File: src/design/cfd_pkg.sv
package cfd_pkg;

    // Fixed field widths
    localparam int BYTE_W      = 8;
    localparam int FRAME_LEN_W = 6;
    localparam int CFG_IDX_W   = 2;

    // Default maximum payload size in bytes
    localparam int CFD_MAX_PAYLOAD = 32;

    // Configuration register indexes
    localparam logic [CFG_IDX_W-1:0] CFG_START_IDX = 2'd0;
    localparam logic [CFG_IDX_W-1:0] CFG_STOP_IDX  = 2'd1;

    // Configuration reset values
    localparam logic [BYTE_W-1:0] START_DELIM_RST = 8'hAA;
    localparam logic [BYTE_W-1:0] STOP_DELIM_RST  = 8'h55;

    // CRC-8 parameters
    localparam logic [BYTE_W-1:0] CRC_POLY = 8'h07;
    localparam logic [BYTE_W-1:0] CRC_INIT = 8'h00;

    // Controller to datapath commands
    typedef struct packed {
        logic start;      // open a frame: clear index and CRC
        logic ld_len;     // take the length byte
        logic wr_pay;     // store a payload byte
        logic ld_cmd;     // take the command byte
        logic clear;      // drop the frame state
        logic rd_issue;   // read the payload store at the index
        logic out_load;   // load the output register
    } cfd_cmd_t;

    // Datapath to controller status
    typedef struct packed {
        logic start_match;
        logic len_bad;
        logic len_zero;
        logic pay_done;
        logic crc_ok;
        logic stop_match;
        logic emit_last;
        logic out_free;
    } cfd_status_t;

    // One CRC-8 byte update, MSB first, no reflection
    function automatic logic [BYTE_W-1:0] crc8_update(input logic [BYTE_W-1:0] crc,
                                                      input logic [BYTE_W-1:0] b);
        logic [BYTE_W-1:0] v;
        v = crc ^ b;
        for (int i = 0; i < BYTE_W; i++)
        begin
            v = v[BYTE_W-1] ? ((v << 1) ^ CRC_POLY) : (v << 1);
        end
        return v;
    endfunction

endpackage

File: src/design/cfd_if.sv
// Received byte channel
interface cfd_in_if import cfd_pkg::*; ();
    logic              valid;
    logic              ready;
    logic [BYTE_W-1:0] rx_byte;

    modport source (output valid, output rx_byte, input ready);
    modport sink   (input valid, input rx_byte, output ready);
endinterface

// Decoded frame result channel
interface cfd_out_if import cfd_pkg::*; ();
    logic                   valid;
    logic                   ready;
    logic [BYTE_W-1:0]      command;
    logic [FRAME_LEN_W-1:0] frame_length;
    logic [BYTE_W-1:0]      payload_byte;
    logic                   payload_valid;
    logic                   last_of_frame;

    modport source (output valid, output command, output frame_length,
                    output payload_byte, output payload_valid,
                    output last_of_frame, input ready);
    modport sink   (input valid, input command, input frame_length,
                    input payload_byte, input payload_valid,
                    input last_of_frame, output ready);
endinterface

// Configuration write channel
interface cfd_cfg_if import cfd_pkg::*; ();
    logic                 valid;
    logic                 ready;
    logic [CFG_IDX_W-1:0] index;
    logic [BYTE_W-1:0]    data;

    modport source (output valid, output index, output data, input ready);
    modport sink   (input valid, input index, input data, output ready);
endinterface

File: src/design/cfd_ram.sv
module cfd_ram #(
    parameter int WIDTH = 8,
    parameter int DEPTH = 32,
    parameter int AW    = (DEPTH > 1) ? $clog2(DEPTH) : 1
) (
    input  logic             clk,
    input  logic             wr_en,
    input  logic [AW-1:0]    wr_addr,
    input  logic [WIDTH-1:0] wr_data,
    input  logic             rd_en,
    input  logic [AW-1:0]    rd_addr,
    output logic [WIDTH-1:0] rd_data
);

    logic [WIDTH-1:0] mem [DEPTH];
    logic [WIDTH-1:0] rd_data_reg;

    // Single write port, registered read port
    always_ff @(posedge clk)
    begin
        if (wr_en)
        begin
            mem[wr_addr] <= wr_data;
        end
        if (rd_en)
        begin
            rd_data_reg <= mem[rd_addr];
        end
    end

    assign rd_data = rd_data_reg;

endmodule

File: src/design/cfd_ctrl.sv
module cfd_ctrl import cfd_pkg::*; (
    input  logic        clk,
    input  logic        rst_n,
    input  logic        rx_valid,
    output logic        rx_ready,
    input  cfd_status_t status,
    output cfd_cmd_t    cmd
);

    typedef enum logic [2:0] {
        S_IDLE,
        S_LENGTH,
        S_PAYLOAD,
        S_CMD,
        S_CRC,
        S_STOP,
        S_READ,
        S_LOAD
    } state_t;

    state_t state_reg, state_next;
    logic   accept;

    // Bytes are taken in every parse state
    assign rx_ready = (state_reg != S_READ) && (state_reg != S_LOAD);
    assign accept   = rx_valid && rx_ready;

    // Next state and commands
    always_comb
    begin
        state_next = state_reg;
        cmd        = '0;
        unique case (state_reg)
            S_IDLE:
            begin
                if (accept && status.start_match)
                begin
                    cmd.start  = 1'b1;
                    state_next = S_LENGTH;
                end
            end
            S_LENGTH:
            begin
                if (accept)
                begin
                    if (status.len_bad)
                    begin
                        cmd.clear  = 1'b1;
                        state_next = S_IDLE;
                    end
                    else
                    begin
                        cmd.ld_len = 1'b1;
                        state_next = status.len_zero ? S_CMD : S_PAYLOAD;
                    end
                end
            end
            S_PAYLOAD:
            begin
                if (accept)
                begin
                    cmd.wr_pay = 1'b1;
                    if (status.pay_done)
                    begin
                        state_next = S_CMD;
                    end
                end
            end
            S_CMD:
            begin
                if (accept)
                begin
                    cmd.ld_cmd = 1'b1;
                    state_next = S_CRC;
                end
            end
            S_CRC:
            begin
                if (accept)
                begin
                    if (status.crc_ok)
                    begin
                        state_next = S_STOP;
                    end
                    else
                    begin
                        cmd.clear  = 1'b1;
                        state_next = S_IDLE;
                    end
                end
            end
            S_STOP:
            begin
                if (accept)
                begin
                    if (status.stop_match)
                    begin
                        state_next = S_READ;
                    end
                    else
                    begin
                        cmd.clear  = 1'b1;
                        state_next = S_IDLE;
                    end
                end
            end
            S_READ:
            begin
                // wait until the output register can take the next result
                if (status.out_free)
                begin
                    cmd.rd_issue = 1'b1;
                    state_next   = S_LOAD;
                end
            end
            S_LOAD:
            begin
                cmd.out_load = 1'b1;
                if (status.emit_last)
                begin
                    cmd.clear  = 1'b1;
                    state_next = S_IDLE;
                end
                else
                begin
                    state_next = S_READ;
                end
            end
            default:
            begin
                cmd.clear  = 1'b1;
                state_next = S_IDLE;
            end
        endcase
    end

    always_ff @(posedge clk or negedge rst_n)
    begin
        if (!rst_n)
        begin
            state_reg <= S_IDLE;
        end
        else
        begin
            state_reg <= state_next;
        end
    end

endmodule

File: src/design/cfd_datapath.sv
module cfd_datapath import cfd_pkg::*; #(
    parameter int MAX_PAYLOAD = CFD_MAX_PAYLOAD
) (
    input  logic                   clk,
    input  logic                   rst_n,
    input  cfd_cmd_t               cmd,
    output cfd_status_t            status,
    input  logic [BYTE_W-1:0]      rx_byte,
    input  logic                   cfg_we,
    input  logic [CFG_IDX_W-1:0]   cfg_index,
    input  logic [BYTE_W-1:0]      cfg_data,
    input  logic                   out_ready,
    output logic                   out_valid,
    output logic [BYTE_W-1:0]      out_command,
    output logic [FRAME_LEN_W-1:0] out_frame_length,
    output logic [BYTE_W-1:0]      out_payload_byte,
    output logic                   out_payload_valid,
    output logic                   out_last_of_frame
);

    localparam int AW = (MAX_PAYLOAD > 1) ? $clog2(MAX_PAYLOAD) : 1;
    localparam int LW = $clog2(MAX_PAYLOAD + 1);

    logic [BYTE_W-1:0] start_delim_reg;
    logic [BYTE_W-1:0] stop_delim_reg;
    logic [LW-1:0]     len_reg;
    logic [AW-1:0]     idx_reg;
    logic [BYTE_W-1:0] cmd_reg;
    logic [BYTE_W-1:0] crc_reg;
    logic [BYTE_W-1:0] rd_data;
    logic [LW:0]       idx_inc;

    logic                   out_valid_reg;
    logic [BYTE_W-1:0]      out_command_reg;
    logic [FRAME_LEN_W-1:0] out_frame_length_reg;
    logic [BYTE_W-1:0]      out_payload_byte_reg;
    logic                   out_payload_valid_reg;
    logic                   out_last_of_frame_reg;

    assign idx_inc = (LW + 1)'(idx_reg) + (LW + 1)'(1);

    // Status toward the controller
    always_comb
    begin
        status.start_match = (rx_byte == start_delim_reg);
        status.len_bad     = (rx_byte > BYTE_W'(MAX_PAYLOAD));
        status.len_zero    = (rx_byte == '0);
        status.pay_done    = (idx_inc >= (LW + 1)'(len_reg));
        status.crc_ok      = (rx_byte == crc_reg);
        status.stop_match  = (rx_byte == stop_delim_reg);
        status.emit_last   = (len_reg == '0) || (idx_inc == (LW + 1)'(len_reg));
        status.out_free    = !out_valid_reg || out_ready;
    end

    // Delimiter registers
    always_ff @(posedge clk or negedge rst_n)
    begin
        if (!rst_n)
        begin
            start_delim_reg <= START_DELIM_RST;
            stop_delim_reg  <= STOP_DELIM_RST;
        end
        else if (cfg_we)
        begin
            if (cfg_index == CFG_START_IDX)
            begin
                start_delim_reg <= cfg_data;
            end
            if (cfg_index == CFG_STOP_IDX)
            begin
                stop_delim_reg <= cfg_data;
            end
        end
    end

    // Frame state: length, index, command, running CRC
    always_ff @(posedge clk or negedge rst_n)
    begin
        if (!rst_n)
        begin
            len_reg <= '0;
            idx_reg <= '0;
            cmd_reg <= '0;
            crc_reg <= CRC_INIT;
        end
        else
        begin
            if (cmd.clear)
            begin
                len_reg <= '0;
                idx_reg <= '0;
                cmd_reg <= '0;
                crc_reg <= CRC_INIT;
            end
            else
            begin
                if (cmd.start)
                begin
                    idx_reg <= '0;
                    crc_reg <= CRC_INIT;
                end
                if (cmd.ld_len)
                begin
                    len_reg <= rx_byte[LW-1:0];
                    crc_reg <= crc8_update(CRC_INIT, rx_byte);
                end
                if (cmd.wr_pay)
                begin
                    idx_reg <= status.pay_done ? '0 : idx_inc[AW-1:0];
                    crc_reg <= crc8_update(crc_reg, rx_byte);
                end
                if (cmd.ld_cmd)
                begin
                    cmd_reg <= rx_byte;
                    crc_reg <= crc8_update(crc_reg, rx_byte);
                end
                if (cmd.out_load)
                begin
                    idx_reg <= idx_inc[AW-1:0];
                end
            end
        end
    end

    // Payload store
    cfd_ram #(
        .WIDTH (BYTE_W),
        .DEPTH (MAX_PAYLOAD),
        .AW    (AW)
    ) u_store (
        .clk     (clk),
        .wr_en   (cmd.wr_pay),
        .wr_addr (idx_reg),
        .wr_data (rx_byte),
        .rd_en   (cmd.rd_issue),
        .rd_addr (idx_reg),
        .rd_data (rd_data)
    );

    // Output register valid flag
    always_ff @(posedge clk or negedge rst_n)
    begin
        if (!rst_n)
        begin
            out_valid_reg <= 1'b0;
        end
        else if (cmd.out_load)
        begin
            out_valid_reg <= 1'b1;
        end
        else if (out_ready)
        begin
            out_valid_reg <= 1'b0;
        end
    end

    // Output register payload; an empty frame gives one zero-payload result
    always_ff @(posedge clk)
    begin
        if (cmd.out_load)
        begin
            out_command_reg       <= cmd_reg;
            out_frame_length_reg  <= FRAME_LEN_W'(len_reg);
            out_payload_byte_reg  <= (len_reg == '0) ? '0 : rd_data;
            out_payload_valid_reg <= (len_reg != '0);
            out_last_of_frame_reg <= status.emit_last;
        end
    end

    assign out_valid         = out_valid_reg;
    assign out_command       = out_command_reg;
    assign out_frame_length  = out_frame_length_reg;
    assign out_payload_byte  = out_payload_byte_reg;
    assign out_payload_valid = out_payload_valid_reg;
    assign out_last_of_frame = out_last_of_frame_reg;

endmodule

File: src/design/crc8_frame_decoder_top.sv
// CRC-8 framed packet decoder.
// rx carries one received byte per transaction. Frames are laid out as start
// delimiter, length, payload, command, CRC-8 (poly 0x07, init 0), stop
// delimiter; the CRC covers length, payload and command. A bad length, CRC or
// stop byte drops the frame silently and the parser returns to idle.
// tx delivers one transaction per payload byte (a single one for an empty
// frame), each with command and length, last_of_frame on the final one.
// cfg writes the start (index 0) and stop (index 1) delimiters; it is always
// ready and should be used only while the decoder is idle.
// Throughput: one rx byte per cycle while a frame is parsed. After the stop
// byte the controller reads the payload store byte by byte (read issue, then
// output register load for each), and takes no rx byte meanwhile.
// A stalled tx holds the result in the output register and pauses the read
// sequence; rx is taken again once the last result is loaded.
// Reset returns the parser to idle and the delimiters to 0xAA and 0x55.
module crc8_frame_decoder_top import cfd_pkg::*; #(
    parameter int MAX_PAYLOAD = CFD_MAX_PAYLOAD
) (
    input  logic     clk,
    input  logic     rst_n,
    cfd_in_if.sink   rx,
    cfd_out_if.source tx,
    cfd_cfg_if.sink  cfg
);

    cfd_cmd_t    cmd;
    cfd_status_t status;
    logic        cfg_we;

    // Configuration writes always accepted
    assign cfg.ready = 1'b1;
    assign cfg_we    = cfg.valid && cfg.ready;

    cfd_ctrl u_ctrl (
        .clk      (clk),
        .rst_n    (rst_n),
        .rx_valid (rx.valid),
        .rx_ready (rx.ready),
        .status   (status),
        .cmd      (cmd)
    );

    cfd_datapath #(
        .MAX_PAYLOAD (MAX_PAYLOAD)
    ) u_datapath (
        .clk               (clk),
        .rst_n             (rst_n),
        .cmd               (cmd),
        .status            (status),
        .rx_byte           (rx.rx_byte),
        .cfg_we            (cfg_we),
        .cfg_index         (cfg.index),
        .cfg_data          (cfg.data),
        .out_ready         (tx.ready),
        .out_valid         (tx.valid),
        .out_command       (tx.command),
        .out_frame_length  (tx.frame_length),
        .out_payload_byte  (tx.payload_byte),
        .out_payload_valid (tx.payload_valid),
        .out_last_of_frame (tx.last_of_frame)
    );

    // No rx byte is taken while results are being emitted
    assert property (@(posedge clk) disable iff (!rst_n)
        (rx.valid && rx.ready) |-> !cmd.out_load && !cmd.rd_issue)
        else $error("rx byte accepted during emission");

    // A store read is always followed by an output load
    assert property (@(posedge clk) disable iff (!rst_n)
        cmd.rd_issue |=> cmd.out_load)
        else $error("store read not followed by output load");

    // A read is only issued when the pending result will not be overwritten
    assert property (@(posedge clk) disable iff (!rst_n)
        cmd.rd_issue |-> (!tx.valid || tx.ready))
        else $error("output register overwritten");

    // An empty-frame result carries zero length and payload, and closes the run
    assert property (@(posedge clk) disable iff (!rst_n)
        (tx.valid && !tx.payload_valid) |->
            (tx.frame_length == '0) && (tx.payload_byte == '0) && tx.last_of_frame)
        else $error("malformed empty-frame result");

endmodule
File: src/flat_wrapper.sv
// flat-port wrapper written by rule: the top's interface ports become plain ports
module crc8_frame_decoder_top_flat import cfd_pkg::*;
#(
    parameter int MAX_PAYLOAD = CFD_MAX_PAYLOAD
)
  (clk, rst_n, rx_valid, rx_rx_byte, rx_ready, tx_valid, tx_command, tx_frame_length, tx_payload_byte, tx_payload_valid, tx_last_of_frame, tx_ready, cfg_valid, cfg_index, cfg_data, cfg_ready);
  cfd_in_if rx_i ();
  cfd_out_if tx_i ();
  cfd_cfg_if cfg_i ();
  input  logic clk;
  input  logic rst_n;
  input wire logic [$bits(rx_i.valid)-1:0] rx_valid;
  input wire logic [$bits(rx_i.rx_byte)-1:0] rx_rx_byte;
  output wire logic [$bits(rx_i.ready)-1:0] rx_ready;
  output wire logic [$bits(tx_i.valid)-1:0] tx_valid;
  output wire logic [$bits(tx_i.command)-1:0] tx_command;
  output wire logic [$bits(tx_i.frame_length)-1:0] tx_frame_length;
  output wire logic [$bits(tx_i.payload_byte)-1:0] tx_payload_byte;
  output wire logic [$bits(tx_i.payload_valid)-1:0] tx_payload_valid;
  output wire logic [$bits(tx_i.last_of_frame)-1:0] tx_last_of_frame;
  input wire logic [$bits(tx_i.ready)-1:0] tx_ready;
  input wire logic [$bits(cfg_i.valid)-1:0] cfg_valid;
  input wire logic [$bits(cfg_i.index)-1:0] cfg_index;
  input wire logic [$bits(cfg_i.data)-1:0] cfg_data;
  output wire logic [$bits(cfg_i.ready)-1:0] cfg_ready;
  assign rx_i.valid = rx_valid;
  assign rx_i.rx_byte = rx_rx_byte;
  assign rx_ready = rx_i.ready;
  assign tx_valid = tx_i.valid;
  assign tx_command = tx_i.command;
  assign tx_frame_length = tx_i.frame_length;
  assign tx_payload_byte = tx_i.payload_byte;
  assign tx_payload_valid = tx_i.payload_valid;
  assign tx_last_of_frame = tx_i.last_of_frame;
  assign tx_i.ready = tx_ready;
  assign cfg_i.valid = cfg_valid;
  assign cfg_i.index = cfg_index;
  assign cfg_i.data = cfg_data;
  assign cfg_ready = cfg_i.ready;
  crc8_frame_decoder_top #(.MAX_PAYLOAD(MAX_PAYLOAD)) u_core (.clk(clk), .rst_n(rst_n), .rx(rx_i), .tx(tx_i), .cfg(cfg_i));
endmodule
File: config.mk
export PLATFORM = sky130hd
export DESIGN_NAME = crc8_frame_decoder_top_flat
export DESIGN_NICKNAME = d
export VERILOG_FILES = /design/src/design/cfd_pkg.sv /design/src/design/cfd_if.sv /design/src/design/cfd_ram.sv /design/src/design/cfd_ctrl.sv /design/src/design/cfd_datapath.sv /design/src/design/crc8_frame_decoder_top.sv /design/src/flat_wrapper.sv
export SDC_FILE = /design/constraint.sdc
export NUM_CORES = 1
export LEC_CHECK = 0
export BUFFER_PORTS_ARGS = -buffer_cell sky130_fd_sc_hd__buf_4
export CORE_MARGIN = 10
export CORE_UTILIZATION = 36
export CTS_BUF_LIST = sky130_fd_sc_hd__clkbuf_16
export DETAILED_ROUTE_END_ITERATION = 8
export GPL_TIMING_DRIVEN = 0
export SLEW_MARGIN = 25
export SYNTH_ARGS = -nofsm -noshare
export SYNTH_HDL_FRONTEND = slang
export SYNTH_SLANG_ARGS = --single-unit
File: constraint.sdc
create_clock -name clk -period 4.5 [get_ports clk]
set_clock_uncertainty 0.05 [all_clocks]
set_input_delay 0.9 -clock clk [delete_from_list [all_inputs] [get_ports clk]]
set_output_delay 0.9 -clock clk [all_outputs]
set_load 0.05 [all_outputs]
# [Word-level counts from Yosys, hierarchy flattened]
# Memories as Yosys holds them, arrays and structs flattened. A register that Yosys moved wholly into a read port is not among the register bits.
# Index checks and enable logic that the tools add are counted.
[op_classes] magnitude_cmp=2 n_eq_ne=22 bitwise_logic=17 n_reduce_logical=19 add_sub_neg=1 mux=67
[ops] op="two-way mux 3 bit" n=27
[ops] op="two-way mux 8 bit" n=7
[ops] op="inverter 3 bit" n=16
[ops] op="two-way mux 5 bit" n=5
[ops] op="== test 8 bit" n=3
[ops] op="case mux 3 bit (8 select lines)" n=1
[ops] op="two-way mux 1 bit" n=23
[ops] op="== test 3 bit, second input constant" n=4
[ops] op="two-way mux 6 bit" n=2
[ops] op="!= test 2 bit, second input constant" n=6
[ops] op="> comparator 8 x 6 -> 1 bit, second input constant" n=1
[ops] op="logical NOT 8 bit" n=1
[ops] op="AND reduction 8 bit" n=1
[ops] op="XOR 8 bit" n=1
[ops] op="== test 7 x 6 -> 1 bit" n=1
[ops] op=">= comparator 7 x 6 -> 1 bit" n=1
[ops] op="adder 5 x 1 -> 6 bit, second input constant" n=1
[ops] op="== test 3 x 2 -> 1 bit, second input constant" n=2
[ops] op="logical NOT 6 bit" n=1
[ops] op="!= test 3 bit, second input constant" n=2
[ops] op="nonzero test 2 bit" n=3
[ops] op="nonzero test 6 bit" n=1
[ops] op="nonzero test 5 bit" n=1
[ops] op="!= test 2 x 1 -> 1 bit, second input constant" n=2
[ops] op="11 further kinds" n=15
[totals] mem_count=1 elab_cells=142 in_bits=23 ff_bits=71 ram_bits=256 out_inout_bits=27
[mem_list] name="u_core.u_datapath.u_store.mem" words=32 width=8 rd=1 rd_ports_with_merged_regs=1 wr=1 line_no="cfd_ram.sv:15" rtl="logic [WIDTH-1:0] mem [DEPTH];"

# [Longest topological paths before layout]
# Gate-level depths: netlist of run 1.
[logic_depth] word_depth=20 depth_mapped=13 mapped_depth_nobuf=10

# [Modules after synthesis]
# Synthesis of run 1 repeated with hierarchy kept, for this count alone.
[hier_totals] hier_cells=775 area_unflattened_um2=14123.5
[by_module_without_submodules] mod="cfd_ram" cells_each=417 instances=1 area_each_um2=10133.5
[by_module_without_submodules] mod="cfd_datapath" cells_each=298 instances=1 area_each_um2=3553.4
[by_module_without_submodules] mod="cfd_ctrl" cells_each=58 instances=1 area_each_um2=425.4
[by_module_without_submodules] mod="crc8_frame_decoder_top" cells_each=2 instances=1 area_each_um2=11.3

# [Least setup slack after synthesis of run 1]
# OpenSTA, ideal clock, no wires.
[synth_path] path_type="reg-to-reg" startpoint="register u_core.u_ctrl.state_reg[1]" endpoint="register u_core.u_datapath.crc_reg[0]" path_buffers=2 slack_ps=1216 t_required_ps=4324 t_arrival_ps=3108 path_stages_with_launch=9 synth_period_minus_slack_ps=3284 cell_sequence="dfrtp_1 > buf_2 > nand2_1 > nor2_1 > a21boi_1 > nor3_2 > and3_1 > buf_4 > a221o_1"
[synth_via] elab_chain_len=9 word_cells_on_any_way=28
[synth_rtl] element="start: declaration" line_no="cfd_ctrl.sv:21" rtl="state_t state_reg, state_next;"
[synth_rtl] element="start signal: assignment" line_no="cfd_ctrl.sv:145" rtl="state_reg <= state_next;"
[synth_rtl] element="!= test 3 bit" line_no="cfd_ctrl.sv:25" rtl="assign rx_ready = (state_reg != S_READ) && (state_reg != S_LOAD);"
[synth_rtl] element="logical AND 1 bit *" line_no="cfd_ctrl.sv:25"
[synth_rtl] element="via rx_ready" line_no="flat_wrapper.sv:14" rtl="output wire logic [$bits(rx_i.ready)-1:0] rx_ready;"
[synth_rtl] element="logical AND 1 bit *" line_no="cfd_ctrl.sv:26" rtl="assign accept = rx_valid && rx_ready;"
[synth_rtl] element="two-way mux 1 bit" line_no="cfd_ctrl.sv:44" rtl="if (accept)"
[synth_rtl] element="two-way mux 1 bit" line_no="cfd_ctrl.sv:33" rtl="unique case (state_reg)"
[synth_rtl] element="two-way mux 8 bit" line_no="cfd_datapath.sv:102" rtl="if (cmd.ld_len)"
[synth_rtl] element="two-way mux 8 bit" line_no="cfd_datapath.sv:107" rtl="if (cmd.wr_pay)"
[synth_rtl] element="two-way mux 8 bit" line_no="cfd_datapath.sv:112" rtl="if (cmd.ld_cmd)"
[synth_rtl] element="two-way mux 8 bit" line_no="cfd_datapath.sv:88" rtl="if (cmd.clear)"
[synth_rtl] element="end signal: assignment" line_no="cfd_datapath.sv:105" rtl="crc_reg <= crc8_update(CRC_INIT, rx_byte);"
[synth_rtl] element="end signal: assignment" line_no="cfd_datapath.sv:110" rtl="crc_reg <= crc8_update(crc_reg, rx_byte);"
[synth_rtl] element="end signal: assignment" line_no="cfd_datapath.sv:115" rtl="crc_reg <= crc8_update(crc_reg, rx_byte);"
[synth_rtl] element="end: declaration" line_no="cfd_datapath.sv:29" rtl="logic [BYTE_W-1:0] crc_reg;"
# Mark *: on every way through the listed nets, which the timed path passes. The rest lies on a longest branch.
# A chain may end at the register's enable or synchronous reset.

# [Worst setup path in the final report of run 1]
[layout_path] startpoint="register u_core.u_datapath.idx_reg[1]" endpoint="register u_core.u_datapath.idx_reg[2]"
[layout_via] elab_chain_len=6 word_cells_on_any_way=11
[layout_rtl] element="start: declaration" line_no="cfd_datapath.sv:27" rtl="logic [AW-1:0] idx_reg;"
[layout_rtl] element="start signal: assignment" line_no="cfd_datapath.sv:109" rtl="idx_reg <= status.pay_done ? '0 : idx_inc[AW-1:0];"
[layout_rtl] element="start signal: assignment" line_no="cfd_datapath.sv:119" rtl="idx_reg <= idx_inc[AW-1:0];"
[layout_rtl] element="adder 5 x 1 -> 6 bit *" line_no="cfd_datapath.sv:40" rtl="assign idx_inc = (LW + 1)'(idx_reg) + (LW + 1)'(1);"
[layout_rtl] element=">= comparator 7 x 6 -> 1 bit / == test 7 x 6 -> 1 bit (equally long branches)" line_no="cfd_datapath.sv:48, cfd_datapath.sv:51"
[layout_rtl] element="two-way mux 5 bit / logical OR 1 bit (equally long branches)" line_no="cfd_datapath.sv:109, cfd_datapath.sv:51"
[layout_rtl] element="two-way mux 5 bit / two-way mux 1 bit (equally long branches)" line_no="cfd_datapath.sv:107, cfd_ctrl.sv:119"
[layout_rtl] element="two-way mux 5 bit / case mux 1 bit (4 select lines) (equally long branches)" line_no="cfd_datapath.sv:117, cfd_ctrl.sv:33"
[layout_rtl] element="two-way mux 5 bit / nonzero test 4 bit (equally long branches)"
# Mark *: on every way between the ends. The rest lies on a longest branch, timed or not.

==> results.json, run 1 <==
{
  "report.final.slew_viol_count": 0,
  "clock.fmax_mhz": 241,
  "grt_pass1_wl_um": 47200,
  "start_util_pct": 36.3,
  "htreeDepth": 2,
  "worstMarginPinSlew_ps": 1030,
  "cap_violations": 0,
  "synth-simple-area-share_pct": 5.81,
  "muxShareOfSynthArea_pct": 11.8,
  "total_power_mw": 8.72,
  "routabilityCongestion": 0.865,
  "path_cells": "buf_1 > buf_1 > inv_1 > ha_1 > ha_1 > and3b_1 > o21ai_0 > a41o_1 > or4b_1 > a21oi_1 > a21o_1",
  "clkSlewWorstSetupHoldPaths_ps": 60,
  "synthAdderAreaFrac_pct": 1.61,
  "synth-edff-count": 288,
  "largest_reg_flops": 256,
  "synthesis.nets": 841,
  "yosys.area.top_type": "edfxtp_1",
  "crit_path_end_kind": "register",
  "die_area_um2": 47100,
  "synth_area_leaders": "edfxtp_1, mux4_2, dfrtp_1",
  "syn2layout_area_growth_pct": 15.1,
  "ir_drop_v": 0.000252,
  "cts.sinks": 335,
  "setup_tns_ps": 0,
  "yosysMostFrequentCell": "edfxtp_1",
  "timing.final.crit_share_pct": 92.1,
  "clock_path_buffers": 3,
  "synth-xor-area-share_pct": 3.13,
  "drive_above_1_share_pct": 25.0,
  "ys_seq_area_share_pct": 70.4,
  "period_needed_ps": 4150,
  "ys_async_sr_fraction_pct": 14.0,
  "grt_max_degree": 48,
  "setup_violations": 0,
  "post-synth-top-area-fraction_pct": 61.9,
  "cp.required_ps": 4910,
  "worstSetupPathType": "reg2reg",
  "dp_hpwl_um": 20100,
  "antenna_left": 0,
  "vias": 7450,
  "outcome": "finished clean",
  "antenna_found_initial": 0,
  "synth_flop_cell": "edfxtp_1",
  "dp_cells": 1365,
  "synth_top_family_by_area": "multiplexers",
  "io_pins": 50,
  "synth_warnings": 0,
  "largest_register": "u_core.u_datapath.u_store.mem",
  "leakage_nw": 5.32,
  "crit_family": "buffers and inverters",
  "synth_area_per_cell_um2": 17.5,
  "power_density_nw_per_um2": 542,
  "grt_pass1_vias": 7623,
  "max_stage_delay_ps": 680,
  "clk_latency_ps": 520,
  "postCtsSetupRepairBufs": 0,
  "viasPerCell": 5.20,
  "instances_no_fill": 1433,
  "cts_buffers": 37,
  "num_antenna_cells": 0,
  "first_pass_iters": 5,
  "rr_worst_depth": 11,
  "critPathLaunchType": "register",
  "drt-initial-drc-count": 614,
  "postPlaceCellArea_um2": 15000,
  "die_w_um": 217,
  "worstPathMaxFanout": 10,
  "cts.repair.resized": 0,
  "core_area_um2": 38500,
  "rows": 72,
  "die_h_um": 217,
  "cts-root-buf": "clkbuf_16",
  "synth_area_um2": 14000,
  "synth_cells": 800,
  "cts_hold_buf": 0,
  "rsz0062_at_grt": "false",
  "crit_cells": 11,
  "finalHoldViolations": 0,
  "grt-ovfl-total": 0,
  "synthTopCellsByCount": "edfxtp_1, mux4_2, nor2_1",
  "hold_class": "in2async",
  "ys_types": 62,
  "arrival_ps": 4560,
  "critical-path-slowest-cell": "buf_1",
  "wire_per_inst_um": 21.8,
  "fin_nets": 927,
  "routed_wl_um": 31200,
  "fin_area_um2": 16100,
  "drc": 0,
  "synth-compound-area-share_pct": 5.19,
  "portBuffers": 47,
  "path_buf_inv": 3,
  "ys_seq_elements": 335,
  "tritoncts": "built",
  "max-slew-margin-rel_pct": 31.1,
  "grt_usage_pct": 13.1
}
## where the power goes
part | internal [mW] | leakage (nW) | switching, mW
combinational | 0.994 | 1.57 | 1.28
sequential | 3.62 | 3.18 | 0.113
clock | 1.51 | 0.570 | 1.20
total | 6.12 | 5.32 | 2.60
## placed cells by master (no fill, tap or decap), types with 3 or more instances in the layout
cell	n
nand3_1	9
a22o_1	3
clkbuf_16	37
clkbuf_1	13
nor4_1	3
edfxtp_1	288
nand2_1	44
buf_1	9
xor2_1	4
dfstp_2	8
a21o_1	6
buf_4	49
o21ai_0	6
nor3_1	6
and3_1	8
and3b_1	3
mux4_2	64
buf_6	3
nor2_1	46
a22oi_1	32
a21oi_2	9
nand3b_1	3
clkinv_2	6
a32o_1	3
ha_1	18
xnor2_1	44
inv_1	26
mux2_2	16
a21oi_1	9
buf_2	16
nand4_1	12
dfrtp_1	39
and2_1	10
a221o_1	6
clkinv_1	9
## worst paths after layout
kind / from / end / slack [ps]
worst max-delay path: u_core.u_datapath.idx_reg[1] / u_core.u_datapath.idx_reg[2] / 350
worst min register to register: u_core.u_datapath.cmd_reg[2] / u_core.u_datapath.out_command[2] / 400
max in group asynchronous: rst_n / u_core.u_datapath.stop_delim_reg[1] / 3620
worst min-delay path: rst_n / u_core.u_datapath.cmd_reg[6] / 360
min in group clk: u_core.u_datapath.cmd_reg[2] / u_core.u_datapath.out_command[2] / 400
worst max register to register: u_core.u_datapath.idx_reg[1] / u_core.u_datapath.idx_reg[2] / 350
## area by class of cell
type                            count  area (um^2)
Fill cell                        3456        22400
Sequential cell                   335         9830
Multi-Input combinational cell    405         3860
Clock buffer                       37          926
Tap cell                          518          648
Timing Repair Buffer               47          353
Buffer                             44          231
Clock inverter                     31          166
Inverter                           16         60.1
## routing by layer
| layer | up-vias | GRT usage (%) | wire length (um) | share of wire (%) |
|---|---|---|---|---|
| met2 | 248 | 20.1 | 14400 | 46 |
| met5 | - | 0 | 0 | 0 |
| met4 | 0 | 3.59 | 696 | 2.2 |
| met1 | 3826 | 18.6 | 14000 | 45 |
| met3 | 50 | 2.43 | 2090 | 6.7 |
| li1 | 3326 | - | - | - |
## through the flow
stage	setup slack [ps]	util [%]	hold slack [ps]
after detailed placement	367	39.0	387
after CTS	341	41.8	357
after global placement	412	38.9	385
after global routing	170	41.8	399
final	355	41.8	355
after floorplan	1220	-	375
## logic make-up after synthesis
group	count (synthesis)
fa+ha+maj	18
simple gates	163
compound gates	92
flops	335
other cells	1
buf+inv	60
mux	82
xor+xnor	49
No activity file was read; power rests on OpenSTA's default activity.
==> run 2, diff against run 1 <==
- CTS_CLUSTER_SIZE: unset -> 14
- PLACE_DENSITY: unset -> 0.51
- clock period: 4.5 -> 4.57 ns (I/O delays scaled with it)
==> run 2 against run 1 <==
Compared with the run above: power increased by 2.2%; design area increased by 1.0%; count of clock-buffer cells in the layout increased by 2; core utilization increased by 0.42 points; sequential power decreased by 2%; critical path depth increased by 1; first-iteration DRC count decreased by 0.16%; clock power increased by 9.2%; non-clock buffer count increased by 1; hold slack got worse by 13 ps; flip-flop and latch count unchanged; critical endpoint is now u_core.u_datapath.crc_reg[0].
==> results.json, run 2 (synthesis gave the netlist of run 1 again) <==
{
  "outcome": "finished clean",
  "worstSetupPathType": "reg2reg",
  "largest_reg_flops": 256,
  "max-slew-margin-rel_pct": 30.7,
  "drive_above_1_share_pct": 25.7,
  "portBuffers": 47,
  "clkSlewWorstSetupHoldPaths_ps": 60,
  "die_area_um2": 47100,
  "layout.area.seq_um2": 9830,
  "cap_violations": 0,
  "num_antenna_cells": 0,
  "setup_tns_ps": 0,
  "top_layer": "met4",
  "wl_met1_um": 14600,
  "critical-path-slowest-cell": "buf_1",
  "vias": 7383,
  "largest_register": "u_core.u_datapath.u_store.mem",
  "io_pins": 50,
  "grt_pass1_vias": 7674,
  "cts_hold_buf": 0,
  "routabilityCongestion": 0.818,
  "detailroute.wirelength.met2_um": 15600,
  "cp-startpoint": "u_core.u_datapath.idx_reg[1]",
  "cts.sinks": 335,
  "max_stage_delay_ps": 630,
  "mostFrequentLayoutCells": "edfxtp_1, mux4_2, buf_4",
  "timing.final.crit_share_pct": 88.4,
  "finalHoldViolations": 0,
  "grt_usage_pct": 14.1,
  "cp.required_ps": 4960,
  "postPlaceCellArea_um2": 15000,
  "start_util_pct": 36.3,
  "antenna_left": 0,
  "multi_input_area_um2": 3870,
  "fin_nets": 929,
  "arrival_ps": 4430,
  "hold_class": "in2async",
  "cts_buffers": 38,
  "period_needed_ps": 4040,
  "core_area_um2": 38500,
  "syn2layout_area_growth_pct": 16.3,
  "clock_path_buffers": 3,
  "viasPerCell": 5.15,
  "final_common_cell": "edfxtp_1",
  "worstReg2RegStart": "u_core.u_datapath.idx_reg[1]",
  "grt_max_degree": 48,
  "cts-root-buf": "clkbuf_16",
  "ir_drop_v": 0.000267,
  "leakage_nw": 5.39,
  "pre_cts_ws_ps": 472,
  "antenna_found_initial": 0,
  "crit_path_end_kind": "register",
  "grt-ovfl-total": 0,
  "cts.repair.resized": 0,
  "worstPathMaxFanout": 10,
  "wire_per_inst_um": 22.9,
  "die_h_um": 217,
  "route.met3.wl_um": 1950,
  "htreeDepth": 2,
  "whs_ps": 342,
  "clk_latency_ps": 550,
  "nFillCells": 3413,
  "drc": 0,
  "path_cells": "buf_1 > buf_1 > inv_1 > nor3_1 > ha_1 > and3_1 > nand4_1 > a21boi_1 > nor3_2 > and3_1 > buf_4 > a221o_1",
  "postCtsSetupRepairBufs": 0,
  "dp_hpwl_um": 21000,
  "worstMarginPinSlew_ps": 1040,
  "clock.fmax_mhz": 248,
  "routed_wl_um": 32900,
  "power_density_nw_per_um2": 548,
  "tritoncts": "built",
  "fin_area_um2": 16200,
  "grt_pass1_wl_um": 49500,
  "rsz0062_at_grt": "false",
  "critPathLaunchType": "register",
  "die_w_um": 217,
  "setup_violations": 0,
  "first_pass_iters": 5,
  "drt-initial-drc-count": 613,
  "rows": 72,
  "crit_family": "buffers and inverters",
  "report.final.slew_viol_count": 0,
  "timing.final.ws_setup_ps": 530,
  "total_power_mw": 8.91,
  "path_buf_inv": 4
}
==> run 2: path summary, 6_finish.rpt <==
path / end / slack (ps) / depth (start not counted)
hold / removal: u_core.u_datapath.crc_reg[4] / 340 / 1
hold reg to reg: u_core.u_datapath.out_command[3] / 400 / 0
max in group asynchronous: u_core.u_datapath.idx_reg[1] / 3670 / 1
setup / recovery: u_core.u_datapath.crc_reg[0] / 530 / 12
min in group clk: u_core.u_datapath.out_command[3] / 400 / 0
setup reg to reg: u_core.u_datapath.crc_reg[0] / 530 / 12
==> run 2: power breakdown <==
| group | leakage (nW) | total, mW | switching, mW | internal [mW] |
|---|---|---|---|---|
| Sequential | 3.18 | 3.67 | 0.111 | 3.56 |
| Clock | 0.619 | 2.96 | 1.23 | 1.73 |
| Combinational | 1.59 | 2.28 | 1.29 | 0.983 |
| Total | 5.39 | 8.91 | 2.63 | 6.28 |
==> run 2: stage by stage <==
stage / utilization (%) / std cells
floorplan: - / 800
global placement: 38.9 / 1365
detailed placement: 39.0 / 1366
CTS: 42.2 / 1434
global route: 42.2 / 1434
finish: 42.2 / 1434
==> run 2: worst register-to-register path, stage by stage, from the launching register on <==
cell and delay [ps]:
dfrtp_1 490, buf_1 640, buf_1 540, inv_1 170
nor3_1 300, ha_1 180, and3_1 180, nand4_1 170
a21boi_1 380, nor3_2 160, and3_1 180, buf_4 160
a221o_1 350
==> run 2: final cells by class <==
cell class / count / share of cell area, %
buffer: 44 / 1.43
clock buffer: 39 / 6.01
tap: 518 / 3.99
multi-input combinational: 405 / 23.8
sequential: 335 / 60.6
inverter: 16 / 0.370
timing repair buffer: 48 / 2.34
clock inverter: 29 / 1.48
==> run 2: per-layer routing <==
layer  GRT usage (%)  vias to the layer above
met2            22.2                      207
met3            3.27                       44
met5               0                        -
met1            18.7                     3802
met4            5.03                        0
li1                -                     3330
